## src/rtl/core/ovx_pkg.sv

```systemverilog
// Shared types, codes and trig helpers for the overlay vertex expander.
`default_nettype none

package ovx_pkg;

  // primitive kinds carried on the input tuser
  localparam logic [1:0] KIND_VERTEX = 2'd0;
  localparam logic [1:0] KIND_CROSS  = 2'd1;
  localparam logic [1:0] KIND_RECT   = 2'd2;
  localparam logic [1:0] KIND_OVAL   = 2'd3;

  // entries in the command queue between front and back
  localparam int OVX_QDEPTH = 2;

  // Taylor coefficients of the quarter sine, unsigned Q30
  localparam logic [63:0] OVX_C1 = 64'd1686629713;
  localparam logic [63:0] OVX_C3 = 64'd693598668;
  localparam logic [63:0] OVX_C5 = 64'd85569306;
  localparam logic [63:0] OVX_C7 = 64'd5026990;
  localparam logic [63:0] OVX_C9 = 64'd172272;

  // quarter turn in phase units
  localparam logic [14:0] OVX_QUARTER = 15'd16384;

  typedef struct packed {
    logic [1:0] kind;
    logic       bend;
  } ovx_ctl_t;

  // sin(pi/2 * r/16384) in Q14; elaboration-time use only
  function automatic logic [15:0] ovx_qsine(input logic [14:0] r);
    logic [63:0] z;
    logic [63:0] z2;
    logic [63:0] t;
    z  = {33'd0, r, 16'd0};
    z2 = (z * z) >> 30;
    t  = OVX_C9;
    t  = OVX_C7 - ((z2 * t) >> 30);
    t  = OVX_C5 - ((z2 * t) >> 30);
    t  = OVX_C3 - ((z2 * t) >> 30);
    t  = OVX_C1 - ((z2 * t) >> 30);
    return 16'((((z * t) >> 30) + 64'd32768) >> 16);
  endfunction

  // cos (is_sin = 0) or sin (is_sin = 1) of a 16-bit phase, Q14 signed
  function automatic logic signed [15:0] ovx_trig(input logic [16:0] p, input logic is_sin);
    logic [14:0]        r;
    logic signed [15:0] sr;
    logic signed [15:0] cr;
    logic signed [15:0] cv;
    logic signed [15:0] sv;
    r  = {1'b0, p[13:0]};
    sr = signed'(ovx_qsine(r));
    cr = signed'(ovx_qsine(OVX_QUARTER - r));
    case (p[15:14])
      2'd0: begin
        cv = cr;
        sv = sr;
      end
      2'd1: begin
        cv = -sr;
        sv = cr;
      end
      2'd2: begin
        cv = -cr;
        sv = -sr;
      end
      default: begin
        cv = sr;
        sv = -cr;
      end
    endcase
    return is_sin ? sv : cv;
  endfunction

endpackage

`default_nettype wire

```

## src/rtl/core/overlay_primitive_vertex_expander.sv

```systemverilog
// Top level of the overlay primitive vertex expander.
//
//  channel | direction | tdata                          | tuser                    | tlast
//  in_     | slave     | coord_a, coord_b, coord_c,     | req_type                 | batch_end
//          |           | coord_d (low to high)          |                          |
//  out_    | master    | vertex_x, vertex_y             | overflow, batch_done     | last_vertex
//
// Each primitive yields one vertex per cycle unless the output stalls: a plain vertex 1, a
// cross 4, a rectangle 5 and an oval SEGMENTS+1; the back end sequencer sets these counts.
// Accepted input goes via the queue, command registers and stage 1 to the output register.
// The front end keeps accepting into a 2-entry command queue while the back end expands,
// so input and output stall independently; out_tready low freezes the back end pipeline.
// rst_n (synchronous) clears the queue, the sequencer and all valid flags; no clearing pass.
`default_nettype none

module overlay_primitive_vertex_expander #(
  parameter int SEGMENTS    = 32,
  parameter int COORD_WIDTH = 18
) (
  input  wire logic                                   clk,
  input  wire logic                                   rst_n,
  // coord_a, coord_b, coord_c, coord_d from the lowest bit up, zero padded
  input  wire logic [((4*COORD_WIDTH+7)/8)*8-1:0]     in_tdata,
  // req_type
  input  wire logic [1:0]                             in_tuser,
  input  wire logic                                   in_tlast,
  input  wire logic                                   in_tvalid,
  output      logic                                   in_tready,
  // vertex_x, vertex_y from the lowest bit up, zero padded
  output      logic [((2*COORD_WIDTH+7)/8)*8-1:0]     out_tdata,
  // overflow, batch_done from the lowest bit up
  output      logic [1:0]                             out_tuser,
  output      logic                                   out_tlast,
  output      logic                                   out_tvalid,
  input  wire logic                                   out_tready
);
  import ovx_pkg::*;

  localparam int CMDW   = 8 * COORD_WIDTH + 4;
  localparam int OUT_DW = ((2 * COORD_WIDTH + 7) / 8) * 8;

  ovx_ctl_t                 fr_ctl;
  logic [CMDW-1:0]          fr_data;
  ovx_ctl_t                 q_ctl;
  logic [CMDW-1:0]          q_data;
  logic                     q_valid;
  logic                     q_pop;
  logic [COORD_WIDTH-1:0]   vx, vy;
  logic                     v_ovf, v_last, v_bend;

  // classify and precompute cross endpoints
  ovx_front #(
    .COORD_WIDTH (COORD_WIDTH)
  ) u_front (
    .in_tdata (in_tdata),
    .in_tuser (in_tuser),
    .in_tlast (in_tlast),
    .cmd_ctl  (fr_ctl),
    .cmd_data (fr_data)
  );

  // decouples input acceptance from vertex generation
  ovx_queue #(
    .WIDTH (CMDW)
  ) u_queue (
    .clk        (clk),
    .rst_n      (rst_n),
    .push_valid (in_tvalid),
    .push_ready (in_tready),
    .push_ctl   (fr_ctl),
    .push_data  (fr_data),
    .pop_valid  (q_valid),
    .pop        (q_pop),
    .pop_ctl    (q_ctl),
    .pop_data   (q_data)
  );

  // one vertex per cycle unless the output stalls, oval scaling, saturation, output register
  ovx_back #(
    .SEGMENTS    (SEGMENTS),
    .COORD_WIDTH (COORD_WIDTH)
  ) u_back (
    .clk       (clk),
    .rst_n     (rst_n),
    .cmd_valid (q_valid),
    .cmd_pop   (q_pop),
    .cmd_ctl   (q_ctl),
    .cmd_data  (q_data),
    .out_valid (out_tvalid),
    .out_ready (out_tready),
    .out_x     (vx),
    .out_y     (vy),
    .out_ovf   (v_ovf),
    .out_last  (v_last),
    .out_bend  (v_bend)
  );

  assign out_tdata = OUT_DW'({vy, vx});
  assign out_tuser = {v_bend, v_ovf};
  assign out_tlast = v_last;

endmodule

`default_nettype wire

```

## src/rtl/core/ovx_front.sv

```systemverilog
// Front end: unpacks an input transaction and precomputes cross endpoints.
`default_nettype none

module ovx_front #(
  parameter int COORD_WIDTH = 18
) (
  input  wire logic [((4*COORD_WIDTH+7)/8)*8-1:0] in_tdata,
  input  wire logic [1:0]                         in_tuser,
  input  wire logic                               in_tlast,
  output      ovx_pkg::ovx_ctl_t                  cmd_ctl,
  output      logic [8*COORD_WIDTH+3:0]           cmd_data
);
  import ovx_pkg::*;

  localparam int CW = COORD_WIDTH;

  logic signed [CW-1:0] a;
  logic signed [CW-1:0] b;
  logic signed [CW-1:0] c;
  logic signed [CW-1:0] d;
  logic signed [CW+1:0] t_lox;
  logic signed [CW+1:0] t_hix;
  logic signed [CW+1:0] t_loy;
  logic signed [CW+1:0] t_hiy;

  assign a = in_tdata[CW-1:0];
  assign b = in_tdata[2*CW-1:CW];
  assign c = in_tdata[3*CW-1:2*CW];
  assign d = in_tdata[4*CW-1:3*CW];

  // floor((2*center -/+ size + 1) / 2): half size, round half up
  always_comb begin
    t_lox = {a[CW-1], a, 1'b0} - {{2{c[CW-1]}}, c} + (CW+2)'(1);
    t_hix = {a[CW-1], a, 1'b0} + {{2{c[CW-1]}}, c} + (CW+2)'(1);
    t_loy = {b[CW-1], b, 1'b0} - {{2{c[CW-1]}}, c} + (CW+2)'(1);
    t_hiy = {b[CW-1], b, 1'b0} + {{2{c[CW-1]}}, c} + (CW+2)'(1);
  end

  assign cmd_ctl.kind = in_tuser;
  assign cmd_ctl.bend = in_tlast;

  assign cmd_data = {t_hiy[CW+1:1], t_loy[CW+1:1], t_hix[CW+1:1], t_lox[CW+1:1],
                     d, c, b, a};

endmodule

`default_nettype wire

```

## src/rtl/core/ovx_queue.sv

```systemverilog
// Short command queue between the front end and the vertex sequencer.
`default_nettype none

module ovx_queue #(
  parameter int WIDTH = 148
) (
  input  wire logic              clk,
  input  wire logic              rst_n,
  input  wire logic              push_valid,
  output      logic              push_ready,
  input  wire ovx_pkg::ovx_ctl_t push_ctl,
  input  wire logic [WIDTH-1:0]  push_data,
  output      logic              pop_valid,
  input  wire logic              pop,
  output      ovx_pkg::ovx_ctl_t pop_ctl,
  output      logic [WIDTH-1:0]  pop_data
);
  import ovx_pkg::*;

  localparam int PW = (OVX_QDEPTH > 1) ? $clog2(OVX_QDEPTH) : 1;
  localparam int CNTW = $clog2(OVX_QDEPTH + 1);

  ovx_ctl_t         ctl_r  [OVX_QDEPTH];
  logic [WIDTH-1:0] data_r [OVX_QDEPTH];
  logic [PW-1:0]    wr_ptr_r, wr_ptr_nxt;
  logic [PW-1:0]    rd_ptr_r, rd_ptr_nxt;
  logic [CNTW-1:0]  count_r, count_nxt;
  logic             do_push;

  assign push_ready = (count_r != CNTW'(OVX_QDEPTH));
  assign pop_valid  = (count_r != '0);
  assign do_push    = push_valid && push_ready;
  assign pop_ctl    = ctl_r[rd_ptr_r];
  assign pop_data   = data_r[rd_ptr_r];

  always_comb begin
    wr_ptr_nxt = wr_ptr_r;
    rd_ptr_nxt = rd_ptr_r;
    count_nxt  = count_r;
    if (do_push) begin
      wr_ptr_nxt = (wr_ptr_r == PW'(OVX_QDEPTH - 1)) ? '0 : wr_ptr_r + PW'(1);
    end
    if (pop) begin
      rd_ptr_nxt = (rd_ptr_r == PW'(OVX_QDEPTH - 1)) ? '0 : rd_ptr_r + PW'(1);
    end
    if (do_push && !pop) begin
      count_nxt = count_r + CNTW'(1);
    end else if (pop && !do_push) begin
      count_nxt = count_r - CNTW'(1);
    end
  end

  always_ff @(posedge clk) begin
    if (!rst_n) begin
      wr_ptr_r <= '0;
      rd_ptr_r <= '0;
      count_r  <= '0;
    end else begin
      wr_ptr_r <= wr_ptr_nxt;
      rd_ptr_r <= rd_ptr_nxt;
      count_r  <= count_nxt;
    end
  end

  always_ff @(posedge clk) begin
    if (do_push) begin
      ctl_r[wr_ptr_r]  <= push_ctl;
      data_r[wr_ptr_r] <= push_data;
    end
  end

`ifndef SYNTHESIS
  a_no_pop_empty: assert property (@(posedge clk) disable iff (!rst_n)
    pop |-> pop_valid)
    else $error("queue popped while empty");
  a_count_bound: assert property (@(posedge clk) disable iff (!rst_n)
    count_r <= CNTW'(OVX_QDEPTH))
    else $error("queue count beyond depth");
  a_count_track: assert property (@(posedge clk) disable iff (!rst_n)
    (do_push && !pop) |=> (count_r == $past(count_r) + CNTW'(1)))
    else $error("queue count missed a push");
`endif

endmodule

`default_nettype wire

```

## src/rtl/core/ovx_back.sv

```systemverilog
// Back end: walks each command's vertex list, scales oval points, saturates.
`default_nettype none

module ovx_back #(
  parameter int SEGMENTS    = 32,
  parameter int COORD_WIDTH = 18
) (
  input  wire logic                     clk,
  input  wire logic                     rst_n,
  input  wire logic                     cmd_valid,
  output      logic                     cmd_pop,
  input  wire ovx_pkg::ovx_ctl_t        cmd_ctl,
  input  wire logic [8*COORD_WIDTH+3:0] cmd_data,
  output      logic                     out_valid,
  input  wire logic                     out_ready,
  output      logic [COORD_WIDTH-1:0]   out_x,
  output      logic [COORD_WIDTH-1:0]   out_y,
  output      logic                     out_ovf,
  output      logic                     out_last,
  output      logic                     out_bend
);
  import ovx_pkg::*;

  localparam int CW   = COORD_WIDTH;
  localparam int PW   = COORD_WIDTH + 16;
  localparam int SW   = COORD_WIDTH + 2;
  localparam int IDXW = $clog2(SEGMENTS + 1);

  // per-segment cos/sin, Q14, fixed at elaboration
  logic signed [15:0] cos_tab [SEGMENTS+1];
  logic signed [15:0] sin_tab [SEGMENTS+1];

  for (genvar g = 0; g <= SEGMENTS; g++) begin : g_tab
    localparam logic [16:0] PHASE = 17'((g * 65536 + SEGMENTS / 2) / SEGMENTS);
    assign cos_tab[g] = ovx_trig(PHASE, 1'b0);
    assign sin_tab[g] = ovx_trig(PHASE, 1'b1);
  end

  // current command
  logic                 busy_r, busy_nxt;
  logic [IDXW-1:0]      idx_r, idx_nxt;
  logic [1:0]           kind_r;
  logic                 bend_r;
  logic signed [CW-1:0] a_r, b_r, c_r, d_r;
  logic signed [CW:0]   lox_r, hix_r, loy_r, hiy_r;

  // stage 1: selected base and oval products
  logic                 s1_valid_r;
  logic signed [CW:0]   s1_bx_r, s1_by_r;
  logic signed [PW-1:0] s1_px_r, s1_py_r;
  logic                 s1_use_r, s1_last_r, s1_bend_r;

  // stage 2: output register
  logic                 out_valid_r;
  logic [CW-1:0]        out_x_r, out_y_r;
  logic                 out_ovf_r, out_last_r, out_bend_r;

  logic                 en, step, at_last;
  logic [IDXW-1:0]      last_idx;
  logic signed [CW:0]   sel_bx, sel_by;
  logic                 sel_use;
  logic signed [PW-1:0] prod_x, prod_y;
  logic signed [PW-1:0] rnd_x, rnd_y;
  logic signed [SW-1:0] sum_x, sum_y;
  logic                 ovf_x, ovf_y;
  logic [CW-1:0]        sat_x, sat_y;

  function automatic logic [IDXW-1:0] run_end(input logic [1:0] kind);
    case (kind)
      KIND_VERTEX: return IDXW'(0);
      KIND_CROSS:  return IDXW'(3);
      KIND_RECT:   return IDXW'(4);
      default:     return IDXW'(SEGMENTS);
    endcase
  endfunction

  assign en       = !out_valid_r || out_ready;
  assign step     = en && busy_r;
  assign last_idx = run_end(kind_r);
  assign at_last  = (idx_r == last_idx);
  assign cmd_pop  = cmd_valid && (!busy_r || (step && at_last));

  // index parks at zero after a run so the tables are never read past the end
  always_comb begin
    busy_nxt = busy_r;
    idx_nxt  = idx_r;
    if (cmd_pop) begin
      busy_nxt = 1'b1;
      idx_nxt  = '0;
    end else if (step) begin
      busy_nxt = !at_last;
      idx_nxt  = at_last ? '0 : idx_r + IDXW'(1);
    end
  end

  // vertex selection for the current index
  always_comb begin
    sel_bx  = {a_r[CW-1], a_r};
    sel_by  = {b_r[CW-1], b_r};
    sel_use = 1'b0;
    case (kind_r)
      KIND_VERTEX: begin
      end
      KIND_CROSS: begin
        if (idx_r == IDXW'(0)) begin
          sel_bx = lox_r;
        end else if (idx_r == IDXW'(1)) begin
          sel_bx = hix_r;
        end else if (idx_r == IDXW'(2)) begin
          sel_by = loy_r;
        end else begin
          sel_by = hiy_r;
        end
      end
      KIND_RECT: begin
        if (idx_r == IDXW'(1)) begin
          sel_bx = {c_r[CW-1], c_r};
        end else if (idx_r == IDXW'(2)) begin
          sel_bx = {c_r[CW-1], c_r};
          sel_by = {d_r[CW-1], d_r};
        end else if (idx_r == IDXW'(3)) begin
          sel_by = {d_r[CW-1], d_r};
        end
      end
      default: begin
        sel_use = 1'b1;
      end
    endcase
  end

  assign prod_x = PW'(cos_tab[idx_r]) * PW'(c_r);
  assign prod_y = PW'(sin_tab[idx_r]) * PW'(d_r);

  // stage 2: round half up, add center, saturate
  assign rnd_x = (s1_px_r + PW'(16384)) >>> 15;
  assign rnd_y = (s1_py_r + PW'(16384)) >>> 15;
  assign sum_x = SW'(s1_bx_r) + (s1_use_r ? SW'(rnd_x) : SW'(0));
  assign sum_y = SW'(s1_by_r) + (s1_use_r ? SW'(rnd_y) : SW'(0));

  assign ovf_x = !((&sum_x[SW-1:CW-1]) || !(|sum_x[SW-1:CW-1]));
  assign ovf_y = !((&sum_y[SW-1:CW-1]) || !(|sum_y[SW-1:CW-1]));
  assign sat_x = ovf_x ? {sum_x[SW-1], {(CW-1){!sum_x[SW-1]}}} : sum_x[CW-1:0];
  assign sat_y = ovf_y ? {sum_y[SW-1], {(CW-1){!sum_y[SW-1]}}} : sum_y[CW-1:0];

  always_ff @(posedge clk) begin
    if (!rst_n) begin
      busy_r      <= 1'b0;
      idx_r       <= '0;
      s1_valid_r  <= 1'b0;
      out_valid_r <= 1'b0;
    end else begin
      busy_r <= busy_nxt;
      idx_r  <= idx_nxt;
      if (en) begin
        s1_valid_r  <= busy_r;
        out_valid_r <= s1_valid_r;
      end
    end
  end

  always_ff @(posedge clk) begin
    if (cmd_pop) begin
      kind_r <= cmd_ctl.kind;
      bend_r <= cmd_ctl.bend;
      a_r    <= cmd_data[CW-1:0];
      b_r    <= cmd_data[2*CW-1:CW];
      c_r    <= cmd_data[3*CW-1:2*CW];
      d_r    <= cmd_data[4*CW-1:3*CW];
      lox_r  <= cmd_data[5*CW:4*CW];
      hix_r  <= cmd_data[6*CW+1:5*CW+1];
      loy_r  <= cmd_data[7*CW+2:6*CW+2];
      hiy_r  <= cmd_data[8*CW+3:7*CW+3];
    end
    if (en) begin
      s1_bx_r    <= sel_bx;
      s1_by_r    <= sel_by;
      s1_px_r    <= prod_x;
      s1_py_r    <= prod_y;
      s1_use_r   <= sel_use;
      s1_last_r  <= at_last;
      s1_bend_r  <= at_last && bend_r;
      out_x_r    <= sat_x;
      out_y_r    <= sat_y;
      out_ovf_r  <= ovf_x || ovf_y;
      out_last_r <= s1_last_r;
      out_bend_r <= s1_bend_r;
    end
  end

  assign out_valid = out_valid_r;
  assign out_x     = out_x_r;
  assign out_y     = out_y_r;
  assign out_ovf   = out_ovf_r;
  assign out_last  = out_last_r;
  assign out_bend  = out_bend_r;

`ifndef SYNTHESIS
  a_idx_in_run: assert property (@(posedge clk) disable iff (!rst_n)
    busy_r |-> (idx_r <= last_idx))
    else $error("vertex index ran past end of run");
  a_bend_on_last: assert property (@(posedge clk) disable iff (!rst_n)
    (out_valid_r && out_bend_r) |-> out_last_r)
    else $error("batch done without last vertex");
  a_pop_frees: assert property (@(posedge clk) disable iff (!rst_n)
    cmd_pop |=> (busy_r && (idx_r == '0)))
    else $error("new command did not start at index zero");
  a_no_ovf_plain: assert property (@(posedge clk) disable iff (!rst_n)
    (en && s1_valid_r && !s1_use_r && (s1_bx_r[CW] == s1_bx_r[CW-1])
     && (s1_by_r[CW] == s1_by_r[CW-1])) |=> !out_ovf_r)
    else $error("in-range vertex flagged as saturated");
`endif

endmodule

`default_nettype wire

```

## config.mk

```make
export PLATFORM = sky130hd
export DESIGN_NAME = overlay_primitive_vertex_expander
export DESIGN_NICKNAME = d
export VERILOG_FILES = /design/src/rtl/core/ovx_pkg.sv /design/src/rtl/core/overlay_primitive_vertex_expander.sv /design/src/rtl/core/ovx_front.sv /design/src/rtl/core/ovx_queue.sv /design/src/rtl/core/ovx_back.sv
export SDC_FILE = /design/constraint.sdc
export NUM_CORES = 2
export LEC_CHECK = 0
export BUFFER_PORTS_ARGS = -buffer_cell sky130_fd_sc_hd__clkbuf_2
export CAP_MARGIN = 20
export CORE_ASPECT_RATIO = 1.5
export CORE_MARGIN = 5
export CORE_UTILIZATION = 60
export CTS_CLUSTER_SIZE = 40
export DETAILED_ROUTE_END_ITERATION = 10
export MAX_ROUTING_LAYER = met4
export PLACE_DENSITY = 0.86
export SYNTH_ARGS = -nofsm -noshare
export SYNTH_HDL_FRONTEND = slang
export SYNTH_HIERARCHICAL = 1
export SYNTH_SLANG_ARGS = --single-unit
```

## constraint.sdc

```tcl
create_clock -name clk -period 17.28 [get_ports clk]
set_input_delay 1.728 -clock clk [delete_from_list [all_inputs] [get_ports clk]]
set_output_delay 1.728 -clock clk [all_outputs]
set_load 0.01 [all_outputs]
```

### Word-level counts from Yosys, hierarchy flattened

Memories as Yosys holds them, arrays and structs flattened. A register that Yosys moved wholly into a read port is not among the register bits.
Index checks and enable logic that the tools add are counted.

* reduce and logical (&&, ||, !) cells: 34
* bitwise operators: 2
* $lt $le $gt $ge: 1
* multipliers: 2
* equality and inequality tests: 7
* $add $sub $neg: 17
* multiplexer cells: 31

Operator list (count)
* $mux W19: 10
* $add A20 B1 Y20 const B: 4
* $pmux W19 S2: 2
* $add A34 B16 Y34 const B: 2
* $mul A16 B18 Y34: 2
* $mux W16: 4
* $add A19 B18 Y20: 2
* $add A19 B20 Y20: 2
* $mux W20: 2
* $sub A19 B18 Y20: 2
* $mux W18: 2
* $pmux W6 S3: 1
* $eq A6 B2 Y1 const B: 2
* $logic_not A1 Y1: 11
* $reduce_or A3 Y1: 3
* $ge A7 B7 Y1 const B: 1
* $logic_and A1 B1 Y1: 7
* $mux W1: 7
* $not A6 Y7: 1
* $add A6 B1 Y6 const B: 1
* $eq A6 B1 Y1 const B: 1
* $eq A6 B6 Y1: 1
* $logic_not A6 Y1: 1
* $mux W6: 1
* other kinds (13): 22

* word-level logic and storage cells: 117
* bits in writable memories: 302
* bits in read-only memories: 2048
* register bits: 161
* memories kept: 4
* bits of input ports: 79

Memory list
* (name not given): depth 64, bits a word 16, read ports 1, clocked after memory_dff 0, write ports 0, RTL line ovx_back.sv:132 `assign prod_y = PW'(sin_tab[idx_r]) * PW'(d_r);`
* (name not given): depth 64, bits a word 16, read ports 1, clocked after memory_dff 0, write ports 0, RTL line ovx_back.sv:131 `assign prod_x = PW'(cos_tab[idx_r]) * PW'(c_r);`
* u_queue.data_r: depth 2, bits a word 148, read ports 1, clocked after memory_dff 1, write ports 1, RTL line ovx_queue.sv:24 `logic [WIDTH-1:0] data_r [OVX_QDEPTH];`
* u_queue.ctl_r: depth 2, bits a word 3, read ports 1, clocked after memory_dff 1, write ports 1, RTL line ovx_queue.sv:23 `ovx_ctl_t ctl_r [OVX_QDEPTH];`

### Depth between registers and ports, before layout

* depth in word-level cells: 9
* depth in mapped cells: 37

### Modules after synthesis

The synthesis kept the hierarchy.

By module, submodules not included
* ovx_back: cells an instance 3597, instances 1, area each 35591.6 sq um
* ovx_queue: cells an instance 494, instances 1, area each 11502.3 sq um
* ovx_front: cells an instance 580, instances 1, area each 4384.2 sq um
* overlay_primitive_vertex_expander: cells an instance 7, instances 1, area each 48.8 sq um

### Least setup slack after synthesis

Ideal clock, no wire load.

* path kind: input to register
* from: in out_tready
* to: reg u_queue.count_r[1]
* stages on the path: 9
* arrival time: 13252 ps
* buffers on the path: 0
* library setup time: 76 ps
* slack: 3953 ps
* cells stage by stage: nor2b_1 inv_1 nand2_1 a21oi_1 inv_1 ha_1 xor2_1 or3_1 a21boi_0

* longest elaborated chain between the ends: 8

RTL lines
* start, declared: RTL line overlay_primitive_vertex_expander.sv:35 `input wire logic out_tready`
* $logic_or A1 B1 Y1 *: RTL line ovx_back.sv:77 `assign en = !out_valid_r || out_ready;`
* $logic_and A1 B1 Y1 *: RTL line ovx_back.sv:78 `assign step = en && busy_r;`
* $logic_and A1 B1 Y1 *: RTL line ovx_back.sv:81 `assign cmd_pop = cmd_valid && (!busy_r || (step && at_last));`
* $logic_or A1 B1 Y1 *: RTL line ovx_back.sv:81
* $logic_and A1 B1 Y1 *: RTL line ovx_back.sv:81
* via q_pop: RTL line overlay_primitive_vertex_expander.sv:47 `logic q_pop;`
* $logic_not A1 Y1: RTL line ovx_queue.sv:46 `if (do_push && !pop) begin`
* $logic_and A1 B1 Y1: RTL line ovx_queue.sv:46
* $mux W2 or $reduce_bool A2 Y1 (tied branches)
* end signal, assigned: RTL line ovx_queue.sv:61 `count_r <= count_nxt;`
* end, declared: RTL line ovx_queue.sv:27 `logic [CNTW-1:0] count_r, count_nxt;`

Mark *: on every way through the listed nets, which the timed path passes. The rest lies on a longest branch.
A chain may end at the register's enable or synchronous reset.

### Worst setup path after layout

* from: reg u_back.idx_r[0]
* to: reg u_back.s1_py_r[27], data pin

* longest elaborated chain between the ends: 5

RTL lines
* start, declared: RTL line ovx_back.sv:41 `logic [IDXW-1:0] idx_r, idx_nxt;`
* start signal, assigned: RTL line ovx_back.sv:153 `idx_r <= idx_nxt;`
* $not A6 Y7 (not written as such): RTL line ovx_back.sv:132
* $mem_v2 Z64 W16
* $mux W16 (not written as such) (2 in series): RTL line ovx_back.sv:132
* $mul A16 B18 Y34: RTL line ovx_back.sv:132
* via u_back.prod_y[27]: RTL line ovx_back.sv:62 `logic signed [PW-1:0] prod_x, prod_y;`
* end signal, assigned: RTL line ovx_back.sv:178 `s1_py_r <= prod_y;`
* end, declared: RTL line ovx_back.sv:50 `logic signed [PW-1:0] s1_px_r, s1_py_r;`

The timed path passes the listed nets, and every way through them passes these cells. The select of a mux whose other input is x is not followed.

==> results.yml <==
finish:
  layout_common_cells: "inv_1 (792), fa_1 (584), edfxtp_1 (573), nand2_1 (471), ha_1 (326)"
  areaGrowthSynthToFinish_pct: 5.95
  nets: 5664
  layout-drive-gt1-share_pct: 10.3
  design_area_um2: 54600
  seq_area_um2: 17500
  multiInputGateArea_um2: 29800
  final_common_cell: "inv_1"
  n_fill_cell: 6295
floorplan:
  ios: 124
  num_rows: 131
  die_area_um2: 92000
  die_x_um: 249
  die_h_um: 369
  core_um2: 85200
  initial_core_util_pct: 60.5
power:
  power_density_nw_per_um2: 169
  finalPower_uw: 9220
  vdd_drop_max_mv: 0.167
  leakagePower_uw: 0.0247
sta:
  finalCriticalPeriod_ns: 9.25
  fin_worst_skew_ns: 0.0209
  slew_violations: 0
  fin_setup_tns_ns: 0
  max_clock_freq_ghz: 0.108
  timing.final.crit_share_pct: 53.5
  worstMarginPinSlew_ns: 1.08
  setup_violations: 0
  hold_viol: 0
  rsz0062_at_grt: "no"
  slew_headroom_pct: 28.1
routing:
  first_pass_iters: 6
  vias: 34800
  antenna_left: 0
  first_iter_violations: 2892
  wl_per_cell_um: 22.1
  viasPerCell: 5.94
  drc: 0
  wirelength_mm: 129
clock_network:
  clk_path_buf_depth: 3
  clock_sinks: 587
  clk_pin_slew_worst_paths_ns: 0.08
  post_cts_buffers: 0
  cts-buffers-inserted: 52
  htreeDepth: 2
  cts-root-buf: "clkbuf_16"
  holdBufCountCts: 0
  clk_latency_ns: 0.63
  cts_tree: "built"
  cts.repair.resized: 0
critical_path:
  critPathCaptureType: "flop"
  cp_max_fo: 15
  r2r.worst_path.cells: 30
  path_buf_inv: 7
  cp_slowest_cell: "and2_1"
  critical_path_class: "flop to flop"
  critPathLaunchType: "flop"
  critPathArrivalTime_ns: 9.62
  worst_path_most_repeated_cell: "inv_1"
  cp.depth: 30
  crit_family: "adder cells"
  cpPeakStageDelay_ns: 0.73
  cp.required_ns: 17.65
run_status:
  status: "finished clean"
synthesis:
  syn_area_per_cell_um2: 11.0
  dominantRegCellSynth: "edfxtp_1"
  yosys_warnings: 6
  postSynthCellCount: 4678
  synth_cell_type_count: 90
  synthArstFlopShare_pct: 0
  synth_edf_count: 573
  netlist_area_um2: 51500
  synth_seq_area_share_pct: 33.9
  ys_ff_latch: 587
place:
  dpl-instance-area_um2: 52700
  place_congestion: 0.948
  portBuffers: 119
  dp_hpwl_mm: 95.8
global_routing:
  antenna_found_initial: 3
  grt_start_max_net_pins: 87
  globalRouteTotalUtil_pct: 28.8
  grt_pass1_vias: 37700
  grt_overflow: 0
  grt_first_pass_wirelength_mm: 202
min_path:
  worstHoldPathType: "flop to flop"
  worstHoldPathCells: 0
job:
  drv_cap: 0
## power by group
group / switching [uW] / internal (uW)
registers: 434 / 2340
clock network: 548 / 678
logic: 3110 / 2110
total: 4090 / 5120
## cell families (layout without fill, tap and decap cells)
family	count (synthesis)	count (layout)	synth area share [%]
other cells	1	7	0.00728
buf+inv	1035	1073	8.35
flops	587	587	33.9
fa+ha+maj	910	910	30.6
simple gates	1133	1133	10.7
compound gates	637	637	8.35
xor+xnor	186	186	3.16
mux	189	189	4.85
## worst paths after layout
path                     from                 end  slack, ns
min          u_back/s1_last_r     u_back/out_last       0.42
max reg2reg   u_back/idx_r[0]  u_back/s1_py_r[27]       8.03
max           u_back/idx_r[0]  u_back/s1_py_r[27]       8.03
min reg2reg  u_back/s1_last_r     u_back/out_last       0.42
## metal layers
metal / track usage (%) / part of all wire, %
met1: 32.0 / 35
met2: 49.8 / 51
met4: 16.9 / 7.4
met5: - / 0
met3: 3.64 / 6.5
## synth_stat cells (all sizes together) (6+ instances only)
cell | number | area, um^2
edfxtp | 573 | 17200
nand3b | 7 | 56.3
o21bai | 13 | 101
mux2i | 30 | 300
buf | 119 | 863
inv | 795 | 2980
nand2b | 35 | 226
o41ai | 6 | 75.1
nand4 | 18 | 113
o21a | 30 | 225
and2 | 254 | 1590
a31o | 9 | 87.6
clkbuf | 121 | 455
a21boi | 25 | 188
a2111oi | 7 | 86.3
or2 | 7 | 43.8
a221oi | 7 | 61.3
nor2 | 155 | 582
a21o | 84 | 631
mux2 | 153 | 2060
mux4 | 6 | 135
o31a | 6 | 52.6
xor2 | 50 | 438
dfxtp | 14 | 280
o211ai | 30 | 225
a211oi | 29 | 235
a22oi | 23 | 173
o21ai | 114 | 571
and3 | 31 | 194
nand2 | 471 | 1770
a22o | 17 | 149
nor3 | 22 | 126
a21oi | 169 | 861
or3 | 30 | 193
a31oi | 17 | 106
xnor2 | 136 | 1190
nor4 | 6 | 52.6
o31ai | 17 | 128
nand3 | 31 | 155
fa | 584 | 11700
ha | 326 | 4080
nor2b | 58 | 363
## sequential cells by signal, summed over array words and instances, names as in the netlist, 2 cells and up, named ones only
| name | count |
|---|---|
| u_back/idx_r | 6 |
| u_back/c_r | 18 |
| u_back/s1_bx_r | 19 |
| u_back/d_r | 18 |
| u_queue/ctl_r | 6 |
| u_back/a_r | 18 |
| u_back/hiy_r | 19 |
| u_back/lox_r | 19 |
| u_back/out_y | 18 |
| u_back/loy_r | 19 |
| u_queue/data_r | 296 |
| u_back/hix_r | 19 |
| u_back/b_r | 18 |
| u_back/s1_px_r | 20 |
| u_queue/count_r | 2 |
| u_back/s1_by_r | 19 |
| u_back/s1_py_r | 20 |
| u_back/kind_r | 2 |
| u_back/out_x | 18 |
## area by class of cell
class                   count  area share [%]
repair buffers            180            1.94
well taps                1130            2.59
multi-input cells        3059            54.6
clock inverters            36           0.786
flip-flops and latches    587            32.0
diodes                      3          0.0138
inverters                 795            5.48
clock buffers              62            2.55
## metrics by stage
step                hold WS, ns  std cells  utilization (%)  worst slack [ns]
finish                    0.422       5852             64.1              8.03
global route              0.433       5851             64.0              7.51
CTS                       0.421       5848             64.0              8.19
detailed placement        0.409       5750             61.9              8.23
global placement          0.401       5749             61.9              8.50
floorplan                 0.400       4681                -              3.95
(Power assumes the default switching activity.)
